==> src/rtl/ax25_frame_header_encoder_defines.svh <==
// ----------------------------------------------------------------------------
// AX.25 frame header encoder assertion macros
// Clocked assertion macros shared by the encoder modules.
// ----------------------------------------------------------------------------
`ifndef AX25_FRAME_HEADER_ENCODER_DEFINES_SVH
`define AX25_FRAME_HEADER_ENCODER_DEFINES_SVH
`ifndef SYNTHESIS
`define AFHE_ASSERT(lbl, clk, rst_n, prop, msg) \
	lbl: assert property (@(posedge clk) disable iff (!rst_n) (prop)) else $error(msg);
`define AFHE_ASSERT_ALWAYS(lbl, clk, prop, msg) \
	lbl: assert property (@(posedge clk) (prop)) else $error(msg);
`else
`define AFHE_ASSERT(lbl, clk, rst_n, prop, msg)
`define AFHE_ASSERT_ALWAYS(lbl, clk, prop, msg)
`endif
`endif

==> src/rtl/afhe_pkg.sv <==
// ----------------------------------------------------------------------------
// AX.25 frame header encoder package
// Shared types, request codes and control field constants.
// ----------------------------------------------------------------------------
package afhe_pkg;

	localparam int QueueDepthDefault = 4;
	localparam int MaxBytes = 7;
	localparam int IdxW = 3;

	localparam logic [1:0] OP_ADDRESS = 2'd0;
	localparam logic [1:0] OP_CONTROL = 2'd1;
	localparam logic [1:0] OP_PAYLOAD = 2'd2;
	localparam logic [1:0] OP_UNUSED  = 2'd3;

	localparam logic [2:0] KIND_SABM  = 3'd0;
	localparam logic [2:0] KIND_SABME = 3'd1;
	localparam logic [2:0] KIND_DISC  = 3'd2;
	localparam logic [2:0] KIND_DM    = 3'd3;
	localparam logic [2:0] KIND_UA    = 3'd4;
	localparam logic [2:0] KIND_RR    = 3'd5;
	localparam logic [2:0] KIND_REJ   = 3'd6;
	localparam logic [2:0] KIND_I     = 3'd7;

	localparam logic [7:0] CTL_SABM  = 8'b001_0_11_11;
	localparam logic [7:0] CTL_SABME = 8'b011_0_11_11;
	localparam logic [7:0] CTL_DISC  = 8'b010_0_00_11;
	localparam logic [7:0] CTL_DM    = 8'b000_0_11_11;
	localparam logic [7:0] CTL_UA    = 8'b011_0_00_11;
	localparam logic [7:0] CTL_RR    = 8'b000_0_00_01;
	localparam logic [7:0] CTL_REJ   = 8'b000_0_10_01;
	localparam logic [7:0] ASCII_SPACE = 8'h20;

	typedef struct packed {
		logic [MaxBytes-1:0][7:0] bytes;
		logic [IdxW-1:0]          last_idx;
		logic                     fend;
	} desc_t;

	typedef struct packed {
		logic  empty;
		desc_t head;
	} queue_stat_t;

endpackage

==> src/rtl/afhe_front.sv <==
// ----------------------------------------------------------------------------
// AX.25 encoder front end
// Accepts requests and turns each valid one into its list of frame bytes.
// ----------------------------------------------------------------------------
module afhe_front import afhe_pkg::*; (
	input  logic        start,
	input  logic        full,
	input  logic [1:0]  opcode,
	input  logic [47:0] callsign,
	input  logic [3:0]  ssid,
	input  logic        last_flag,
	input  logic        flag_c,
	input  logic        ext_flag,
	input  logic [2:0]  frame_kind,
	input  logic        poll,
	input  logic [6:0]  recv_seq,
	input  logic [6:0]  send_seq,
	input  logic [7:0]  byte_value,
	output logic        push,
	output desc_t       desc
);

	logic [7:0] ch;
	logic [7:0] pf;
	logic [7:0] nr8;
	logic [7:0] ns8;
	logic       valid_op;

	assign pf  = {3'b000, poll, 4'b0000};
	assign nr8 = {recv_seq[2:0], 5'b00000};
	assign ns8 = {4'b0000, send_seq[2:0], 1'b0};

	always_comb begin
		ch = '0;
		valid_op = 1'b1;
		desc = '0;
		unique case (opcode)
			OP_ADDRESS: begin
				for (int i = 0; i < 6; i++) begin
					ch = callsign[47-8*i -: 8];
					if (ch == 8'h00) begin
						ch = ASCII_SPACE;
					end
					desc.bytes[i] = {ch[6:0], 1'b0};
				end
				desc.bytes[6] = {flag_c, ~ext_flag, 1'b1, ssid, last_flag};
				desc.last_idx = IdxW'(6);
				desc.fend = 1'b0;
			end
			OP_CONTROL: begin
				desc.fend = 1'b1;
				unique case (frame_kind)
					KIND_SABM:  desc.bytes[0] = CTL_SABM | pf;
					KIND_SABME: desc.bytes[0] = CTL_SABME;
					KIND_DISC:  desc.bytes[0] = CTL_DISC | pf;
					KIND_DM:    desc.bytes[0] = CTL_DM;
					KIND_UA:    desc.bytes[0] = CTL_UA;
					KIND_RR, KIND_REJ: begin
						if (!ext_flag) begin
							desc.bytes[0] = ((frame_kind == KIND_RR) ? CTL_RR : CTL_REJ)
								| pf | nr8;
						end else begin
							desc.bytes[0] = (frame_kind == KIND_RR) ? CTL_RR : CTL_REJ;
							desc.bytes[1] = {recv_seq, poll};
							desc.last_idx = IdxW'(1);
						end
					end
					KIND_I: begin
						desc.fend = last_flag;
						if (!ext_flag) begin
							desc.bytes[0] = pf | nr8 | ns8;
							desc.bytes[1] = byte_value;
							desc.last_idx = IdxW'(1);
						end else begin
							desc.bytes[0] = {send_seq, 1'b0};
							desc.bytes[1] = {recv_seq, poll};
							desc.bytes[2] = byte_value;
							desc.last_idx = IdxW'(2);
						end
					end
					default: desc.bytes[0] = CTL_SABM;
				endcase
			end
			OP_PAYLOAD: begin
				desc.bytes[0] = byte_value;
				desc.fend = last_flag;
			end
			OP_UNUSED: valid_op = 1'b0;
			default:   valid_op = 1'b0;
		endcase
	end

	// An unused opcode is taken and dropped without reaching the queue.
	assign push = start && !full && valid_op;

endmodule

==> src/rtl/afhe_queue.sv <==
// ----------------------------------------------------------------------------
// AX.25 encoder request queue
// Short first-in first-out queue of byte lists between front and back end.
// ----------------------------------------------------------------------------
`include "ax25_frame_header_encoder_defines.svh"
module afhe_queue import afhe_pkg::*; #(
	parameter int Depth = QueueDepthDefault
) (
	input  logic        clk,
	input  logic        arst_n,
	input  logic        push,
	input  desc_t       wr_data,
	input  logic        pop,
	output logic        full,
	output queue_stat_t stat
);

	localparam int PtrW = (Depth > 1) ? $clog2(Depth) : 1;
	localparam int CntW = $clog2(Depth + 1);

	desc_t           mem_q [Depth];
	logic [PtrW-1:0] wr_ptr_q;
	logic [PtrW-1:0] rd_ptr_q;
	logic [CntW-1:0] count_q;

	assign full = (count_q == CntW'(Depth));
	assign stat.empty = (count_q == '0);
	assign stat.head = mem_q[rd_ptr_q];

	always_ff @(posedge clk) begin
		if (push) begin
			mem_q[wr_ptr_q] <= wr_data;
		end
	end

	always_ff @(posedge clk or negedge arst_n) begin
		if (!arst_n) begin
			wr_ptr_q <= '0;
			rd_ptr_q <= '0;
			count_q <= '0;
		end else begin
			if (push) begin
				wr_ptr_q <= (wr_ptr_q == PtrW'(Depth - 1)) ? '0 : wr_ptr_q + PtrW'(1);
			end
			if (pop) begin
				rd_ptr_q <= (rd_ptr_q == PtrW'(Depth - 1)) ? '0 : rd_ptr_q + PtrW'(1);
			end
			if (push && !pop) begin
				count_q <= count_q + CntW'(1);
			end else if (pop && !push) begin
				count_q <= count_q - CntW'(1);
			end
		end
	end

	`AFHE_ASSERT_ALWAYS(a_count_bound, clk, count_q <= CntW'(Depth), "queue count above depth")
	`AFHE_ASSERT(a_no_overflow, clk, arst_n, push |-> !full, "push into a full queue")
	`AFHE_ASSERT(a_no_underflow, clk, arst_n, pop |-> !stat.empty, "pop from an empty queue")

endmodule

==> src/rtl/afhe_back.sv <==
// ----------------------------------------------------------------------------
// AX.25 encoder back end
// Sends the byte list at the head of the queue, one byte per cycle.
// ----------------------------------------------------------------------------
`include "ax25_frame_header_encoder_defines.svh"
module afhe_back import afhe_pkg::*; (
	input  logic        clk,
	input  logic        arst_n,
	input  queue_stat_t stat,
	output logic        pop,
	output logic        result_strobe,
	output logic [7:0]  out_byte,
	output logic        last_of_run,
	output logic        frame_end
);

	logic [IdxW-1:0] idx_q;
	logic            strobe_q;
	logic [7:0]      byte_q;
	logic            last_q;
	logic            fend_q;

	assign pop = !stat.empty && (idx_q == stat.head.last_idx);

	always_ff @(posedge clk or negedge arst_n) begin
		if (!arst_n) begin
			idx_q <= '0;
			strobe_q <= 1'b0;
		end else begin
			strobe_q <= !stat.empty;
			if (pop) begin
				idx_q <= '0;
			end else if (!stat.empty) begin
				idx_q <= idx_q + IdxW'(1);
			end
		end
	end

	always_ff @(posedge clk) begin
		byte_q <= stat.head.bytes[idx_q];
		last_q <= pop;
		fend_q <= pop && stat.head.fend;
	end

	assign result_strobe = strobe_q;
	assign out_byte = byte_q;
	assign last_of_run = last_q;
	assign frame_end = fend_q;

	`AFHE_ASSERT(a_end_is_last, clk, arst_n, (strobe_q && fend_q) |-> last_q,
		"frame end on a byte that does not close its request")
	`AFHE_ASSERT(a_idx_bound, clk, arst_n, idx_q <= stat.head.last_idx || stat.empty,
		"byte index past the end of the head request")
	`AFHE_ASSERT(a_idx_held, clk, arst_n, (idx_q != '0) |-> !stat.empty,
		"head request left the queue mid-run")

endmodule

==> src/rtl/ax25_frame_header_encoder.sv <==
// ----------------------------------------------------------------------------
// AX.25 frame header encoder
// Turns address, control and payload requests into serialized frame bytes.
// ----------------------------------------------------------------------------
// Channel   Handshake               Payload
// request   start / busy            opcode ... byte_value
// result    result_strobe (1 cycle) out_byte, last_of_run, frame_end
//
// A request is taken in any cycle where busy is low; busy is high only while
// the request queue is full. While the queue holds a request, the back end sends
// one byte per cycle: a payload request sends 1 byte, a control request 1 to 3,
// an address request 7. When the queue is empty, a taken request is written
// into the queue and its first byte then passes through the output register.
// Results cannot be held off. Reset clears the queue and the byte counter.
// ----------------------------------------------------------------------------
module ax25_frame_header_encoder import afhe_pkg::*; #(
	parameter int QueueDepth = QueueDepthDefault
) (
	input  logic        clk,
	input  logic        arst_n,
	input  logic        start,
	output logic        busy,
	input  logic [1:0]  opcode,
	input  logic [47:0] callsign,
	input  logic [3:0]  ssid,
	input  logic        last_flag,
	input  logic        flag_c,
	input  logic        ext_flag,
	input  logic [2:0]  frame_kind,
	input  logic        poll,
	input  logic [6:0]  recv_seq,
	input  logic [6:0]  send_seq,
	input  logic [7:0]  byte_value,
	output logic        result_strobe,
	output logic [7:0]  out_byte,
	output logic        last_of_run,
	output logic        frame_end
);

	logic        full;
	logic        push;
	logic        pop;
	desc_t       desc;
	queue_stat_t stat;

	assign busy = full;

	afhe_front u_front (
		.start      (start),
		.full       (full),
		.opcode     (opcode),
		.callsign   (callsign),
		.ssid       (ssid),
		.last_flag  (last_flag),
		.flag_c     (flag_c),
		.ext_flag   (ext_flag),
		.frame_kind (frame_kind),
		.poll       (poll),
		.recv_seq   (recv_seq),
		.send_seq   (send_seq),
		.byte_value (byte_value),
		.push       (push),
		.desc       (desc)
	);

	afhe_queue #(
		.Depth (QueueDepth)
	) u_queue (
		.clk     (clk),
		.arst_n  (arst_n),
		.push    (push),
		.wr_data (desc),
		.pop     (pop),
		.full    (full),
		.stat    (stat)
	);

	afhe_back u_back (
		.clk           (clk),
		.arst_n        (arst_n),
		.stat          (stat),
		.pop           (pop),
		.result_strobe (result_strobe),
		.out_byte      (out_byte),
		.last_of_run   (last_of_run),
		.frame_end     (frame_end)
	);

endmodule
==> config.mk <==
export PLATFORM = sky130hd
export DESIGN_NAME = ax25_frame_header_encoder
export DESIGN_NICKNAME = d
export VERILOG_FILES = /design/src/rtl/afhe_pkg.sv /design/src/rtl/afhe_front.sv /design/src/rtl/afhe_queue.sv /design/src/rtl/afhe_back.sv /design/src/rtl/ax25_frame_header_encoder.sv
export VERILOG_INCLUDE_DIRS = /design/src /design/src/rtl
export SDC_FILE = /design/constraint.sdc
export NUM_CORES = 1
export LEC_CHECK = 0
export ABC_CLOCK_PERIOD_IN_PS = 6100
export CELL_PAD_IN_SITES_DETAIL_PLACEMENT = 1
export CELL_PAD_IN_SITES_GLOBAL_PLACEMENT = 1
export CORE_AREA = 2 2 147 149
export DETAILED_ROUTE_END_ITERATION = 8
export DIE_AREA = 0 0 149 151
export DONT_BUFFER_PORTS = 1
export GPL_ROUTABILITY_DRIVEN = 0
export PLACE_DENSITY = 0.84
export SLEW_MARGIN = 15
export SYNTH_ARGS = -nofsm -noshare
export SYNTH_HDL_FRONTEND = slang
export SYNTH_SLANG_ARGS = --single-unit
==> constraint.sdc <==
create_clock -name clk -period 6.1 [get_ports clk]
set_clock_uncertainty 0.15 [all_clocks]
set_input_delay 0.305 -clock clk [delete_from_list [all_inputs] [get_ports clk]]
set_output_delay 0.305 -clock clk [all_outputs]
set_load 0.01 [all_outputs]
### Word level (Yosys, flattened, before mapping)

Memories as Yosys holds them, arrays and structs flattened.
Cells that the tools add are included.

| word-level totals | value |
|---|---|
| flip-flop bits (word level) | 21 |
| bits in latches | 0 |
| RAM bits | 240 |
| ROM bits | 0 |
| input port bits | 86 |
| output and inout bits | 12 |
| logic and storage cells | 89 |
| memories kept | 1 |

Memories:

| memory | depth | bits a word | read ports | clocked after Yosys merged registers in | write ports | RTL line | source |
|---|---|---|---|---|---|---|---|
| u_queue.mem_q | 4 | 60 | 1 | 0 | 1 | afhe_queue.sv:21 | `desc_t mem_q [Depth];` |

| cells by class | value |
|---|---|
| add/subtract/negate cells | 5 |
| multiply operators | 0 |
| div/mod/pow operators | 0 |
| magnitude comparators | 1 |
| eq/ne operators | 15 |
| shift-type cells | 0 |
| muxes and demuxes | 33 |
| bitwise gates (word level) | 5 |
| reduce and logical (&&, ||, !) cells | 21 |

Operator list:

| operator | number |
|---|---|
| one-hot mux 8 bit (7 select lines) | 1 |
| zero test 8 bit | 6 |
| two-way mux 7 bit | 6 |
| two-way mux 8 bit | 5 |
| two-way mux 32 bit | 1 |
| one-hot mux 16 bit (2 select lines) | 1 |
| binary-select mux 8 bit (select 3 bit) | 1 |
| one-hot mux 8 bit (3 select lines) | 1 |
| two-way mux 19 bit | 1 |
| one-hot mux 8 bit (2 select lines) | 1 |
| == test 3 bit, second input constant | 5 |
| two-way mux 3 bit | 4 |
| one-hot mux 3 bit (2 select lines) | 2 |
| == test 2 bit, second input constant | 4 |
| bitwise OR 5 x 8 -> 8 bit | 1 |
| bitwise OR 8 x 4 -> 8 bit | 1 |
| bitwise OR 8 x 5 -> 8 bit | 1 |
| bitwise OR 8 bit | 1 |
| adder 3 x 1 -> 3 bit, second input constant | 2 |
| == test 3 x 2 -> 1 bit, second input constant | 2 |
| logical AND 1 bit | 6 |
| zero test 3 bit | 2 |
| two-way mux 1 bit | 5 |
| adder 2 x 1 -> 2 bit, second input constant | 2 |
| other kinds (14) | 18 |

### Logic depth before layout (Yosys ltp)

| depth | value |
|---|---|
| depth after elaboration | 8 |
| gate-level depth with buffers | 11 |
| depth with buffers taken out | 10 |

### Hierarchy

A second synthesis with hierarchy kept.

| unflattened totals | value |
|---|---|
| cells, all modules | 608 |
| area, all modules | 11105.7 µm² |

By module, submodules not included:

| module | instances | cells each | area an instance (µm²) | sequential area each (µm²) |
|---|---|---|---|---|
| afhe_queue | 1 | 351 | 9142.5 | 7382.1 |
| afhe_front | 1 | 162 | 1022.2 | 0.0 |
| afhe_back | 1 | 95 | 940.9 | 300.3 |

### Worst setup path before layout

OpenSTA, ideal clock, no wires.

| timing | value |
|---|---|
| kind | flip-flop to flip-flop |
| start point | register u_queue.count_q[2] |
| end point | memory u_queue.mem_q[0][0] (netlist name), enable pin |
| setup time | 0.420 ns |
| arrival time | 2.492 ns |
| required time | 5.530 ns |
| slack | 3.039 ns |
| stages on the path, launching flop included | 4 |
| path buffers | 0 |
| period minus slack after synthesis | 3.061 ns |
| cell sequence | dfrtp_1 nor3b_1 nor3b_1 and2_1 |

| on the way | value |
|---|---|
| word-level cells in the longest chain between the ends | 6 |

Ends and longest elaborated chain:

| element | RTL line | source |
|---|---|---|
| start: declaration | afhe_queue.sv:24 | `logic [CntW-1:0] count_q;` |
| start signal: assignment | afhe_queue.sv:49 | `count_q <= count_q + CntW'(1);` |
| start signal: assignment | afhe_queue.sv:51 | `count_q <= count_q - CntW'(1);` |
| == test 3 bit | afhe_queue.sv:26 | `assign full = (count_q == CntW'(Depth));` |
| named net busy | ax25_frame_header_encoder.sv:22 | `output logic busy,` |
| zero test 1 bit | afhe_front.sv:94 | `assign push = start && !full && valid_op;` |
| logical AND 1 bit (2 in series) | afhe_front.sv:94 |  |
| named net push | ax25_frame_header_encoder.sv:41 | `logic push;` |
| two-way mux 1 bit | afhe_queue.sv:31 | `if (push) begin` |
| two-way mux 1 bit (implied by the code) | afhe_queue.sv:32 | `mem_q[wr_ptr_q] <= wr_data;` |
| end: declaration | afhe_queue.sv:21 |  |

The timed path passes the listed nets, and every way through them passes these cells.

### Worst setup path in the final report

| timing | value |
|---|---|
| start point | register u_queue.rd_ptr_q[0] |
| end point | register u_queue.count_q[1] |

| on the way | value |
|---|---|
| word-level cells in the longest chain between the ends | 6 |
| elaborated cells between the ends (all ways) | 8 |
| classes of those cells | eq/ne: 1; mux: 1; reduce/logical: 5; memory: 1 |

Ends and longest elaborated chain:

| element | RTL line | source |
|---|---|---|
| start: declaration | afhe_queue.sv:23 | `logic [PtrW-1:0] rd_ptr_q;` |
| start signal: assignment | afhe_queue.sv:46 | `rd_ptr_q <= (rd_ptr_q == PtrW'(Depth - 1)) ? '0 : rd_ptr_q + PtrW'(1);` |
| memory (4 x 60 bit) * | - |  |
| == test 3 bit * | afhe_back.sv:23 | `assign pop = !stat.empty && (idx_q == stat.head.last_idx);` |
| logical AND 1 bit * | afhe_back.sv:23 |  |
| named net pop | ax25_frame_header_encoder.sv:42 | `logic pop;` |
| zero test 1 bit | afhe_queue.sv:48 | `if (push && !pop) begin` |
| logical AND 1 bit | afhe_queue.sv:48 |  |
| two-way mux 3 bit / nonzero test 2 bit (equally long branches) | - |  |

Mark *: on every way through the listed nets, which the timed path passes. The rest lies on a longest branch.
A chain may end at the register's enable or synchronous reset.

==> summary.md <==
| Metric | Value |
|---|---|
| Post-DP Area | `0.0106 mm²` |
| Floorplan core area | `0.0208 mm²` |
| Clock root buffer | `clkbuf_16` |
| Count of warnings emitted by yosys | `0` |
| Antenna violations before repair | `1` |
| Fmax | `0.267 GHz` |
| Number of buffers inserted to repair setup after CTS | `0` |
| Skew-Pair Late Insertion Delay | `0.53 ns` |
| Post-synthesis average cell area | `17.2 µm²` |
| Initial standard-cell utilization of the core | `0.496` |
| Buffers from clock root to sink, at most | `3` |
| Overall die width | `149 µm` |
| Count of H-tree levels built during CTS | `1` |
| Post-DRT Antenna Nets | `0` |
| Max_cap viols | `0` |
| Sequential fraction of the synthesis area | `0.697` |
| Storage element area | `0.00721 mm²` |
| Clock transition at the registers of the reported paths | `0.06 ns` |
| Area Growth Syn to Fin | `14.9%` |
| Global router's overall resource usage | `0.233` |
| Yosys cell types | `52` |
| CTS tree | `yes` |
| Number of cells traversed by the worst register-to-register path | `8` |
| Worst-path maximum fanout | `53` |
| Crit path time final | `3.75 ns` |
| Critical Path Slowest Stage Cell | `dfrtp_4` |
| Sink Count | `245` |
| Power per cell area | `462 mW/mm²` |
| Wire length of the first global-routing pass | `38700 µm` |
| Count of final max-slew check failures | `0` |
| Fraction of registers with async set/reset | `0.0449` |
| Fill cell count | `1901` |
| Hold Path Depth | `2` |
| Class of the most critical hold timing path | `input pin to flip-flop` |
| Top cell by count, worst path | `inv_1` |
| Total power | `5.49 mW` |
| Biggest area consumer among synthesized cells | `edfxtp_1` |
| Die outline area | `0.0225 mm²` |
| Transition time at the pin with the least slew margin | `1.10 ns` |
| Drc violations | `0` |
| Count of input and output buffers | `0` |
| Number of nets in the synthesized netlist | `700` |
| Overflow left after global routing | `0` |
| Routed wire length | `25800 µm` |
| Fraction of final layout cells with drive strength greater than 1 | `0.179` |
| Number of synthesized flops with an enable pin | `224` |
| TritonCTS buffer count | `25` |
| Design area | `0.0119 mm²` |
| Proportion of netlist area held by the largest area contributor | `0.651` |
| Commonest cells in the netlist | `224 x edfxtp_1, 56 x mux4_2, 43 x nand2_1` |
| Hold bufs inserted after CTS | `42` |
| Worst setup path class | `flip-flop to flip-flop` |
| Count of state elements after synthesis | `245` |
| Share of the clock period used by the worst path | `0.615` |
| Total via count in the routed design | `5857` |
| Synthesized area | `0.0103 mm²` |
| Synth Flop Type | `edfxtp_1` |
| Site row count | `53` |
| Startpoint of the lowest-slack register-to-register path | `u_queue.rd_ptr_q[0]` |
| Average via count per standard cell | `6.26` |
| Run status | `finished clean` |
| Vias in the first global route | `6431` |
| Kind of end point of the critical path | `flip-flop` |
| Biggest area contributors in the synthesized netlist | `edfxtp_1 65%, mux4_2 12%, dfrtp_1 2.7%` |
| Overall die height | `151 µm` |
| Ordered list of cells on the worst path | `mux4_2, xnor2_1, nor4_4, inv_1, ha_1, inv_1, fa_1, mux2_2` |
| Most frequent cell after synthesis | `edfxtp_1` |
| Number of cells upsized or downsized after cts | `0` |
| Post-synthesis instance total | `601` |
| Setup repair after global routing missed its margin | `false` |
| Arrival time of the worst setup path | `4.01 ns` |
| Number of primary I/O pins | `98` |
| Pin count of the biggest net entering global routing | `57` |
| Net count reported at finish | `740` |
| Origin of the worst setup path | `u_queue.rd_ptr_q[0]` |
| First-pass iteration count of the detailed router | `5` |
| Routed wire per std cell | `27.6 µm` |
| Rel. slew slack | `0.266` |
| Sum of net half-perimeters after detailed placement | `15900 µm` |
| Worst vdd rail ir drop | `0.255 mV` |
| Final setup fails | `0` |
| Required time at the endpoint of the critical path | `6.35 ns` |
| Footprint of the multi-input gates | `0.00292 mm²` |
| Static Leak | `3.94 nW` |
| Hold Worst Slack | `0.0215 ns` |
| Violation count after the first detailed-routing iteration | `582` |
| Total Negative Setup Slacks | `0 ns` |
| Critical path startpoint category | `flip-flop` |
| Count of final hold-check violations | `0` |
| Crit path largest cell delay | `1.09 ns` |
| Startpoint of the lowest-slack hold path | `callsign[36]` |
## power breakdown
group / total, mW / leakage, nW / internal [mW] / switching, mW
clock network: 1.64 / 0.426 / 0.994 / 0.641
registers: 2.42 / 2.30 / 2.16 / 0.266
logic: 1.43 / 1.21 / 0.665 / 0.763
## per-stage QoR
step,setup WS (ns),cells,utilization
after CTS,2.25,935,0.570
after global routing,2.09,936,0.570
after global placement,2.38,847,0.508
final,2.35,936,0.570
after detailed placement,2.28,847,0.508
after floorplan,3.04,601,-
## cells by family after synthesis
logic type / synth area share
compound gates: 0.0571
xor+xnor: 0.00738
fa+ha+maj: 0.0165
buf+inv: 0.0212
flops: 0.697
mux: 0.133
simple gates: 0.0680
## final cells by class
| class | instances | area share |
|---|---|---|
| clock buffer | 31 | 0.0563 |
| tap | 275 | 0.0290 |
| sequential | 245 | 0.607 |
| antenna | 1 | 0.000211 |
| clock inverter | 15 | 0.0182 |
| multi-input combinational | 307 | 0.246 |
| timing repair buffer | 47 | 0.0386 |
| inverter | 15 | 0.00474 |
## per-layer routing
metal	track usage	vias to the layer above	wire (µm)
met1	0.301	3025	9910
li1	-	2479	-
met5	0	-	0
met4	0.0890	0	868
met2	0.397	291	13100
met3	0.0425	62	1910
## cells in the final DEF, fill, tap and decap left out, types with 7 or more instances in the layout
cell type      instances
or4_1                  7
dfrtp_1                9
nor2_1                15
edfxtp_1             224
ha_1                  11
nand2_1               43
o21a_1                 8
clkbuf_16             25
nor4_1                 7
mux2i_1                8
dlygate4sd3_1         42
mux4_2                56
and2_1                26
nor3b_1               11
a31oi_1                9
a21oi_1               20
o21ai_0               17
dfxtp_1               10
inv_1                 13
## worst max-delay path, delay by kind of cell, from the launching register on
family        cells  cell delay [ns]
buf+inv           2             0.17
mux               2             0.95
simple gates      1             0.38
fa+ha+maj         2             0.64
flops             1             1.09
xor+xnor          1             0.21
## final timing paths
kind	end	slack [ns]
worst max-delay path	u_queue.count_q[1]	2.35
worst min-delay path	u_queue.mem_q[2][17]	0.02
worst max register to register	u_queue.count_q[1]	2.35
worst min register to register	u_queue.count_q[2]	0.35
max in group asynchronous	u_queue.rd_ptr_q[0]	5.36
min in group asynchronous	u_queue.wr_ptr_q[0]	0.05
## flip-flops by register name (all words and copies together), names as in the netlist
| register | cells |
|---|---|
| u_queue.wr_ptr_q | 2 |
| u_back.frame_end | 1 |
| u_back.out_byte | 8 |
| u_queue.rd_ptr_q | 2 |
| u_back.result_strobe | 1 |
| u_queue.mem_q | 224 |
| u_queue.count_q | 3 |
| u_back.idx_q | 3 |
| u_back.last_of_run | 1 |
(Power assumes the default switching activity.)
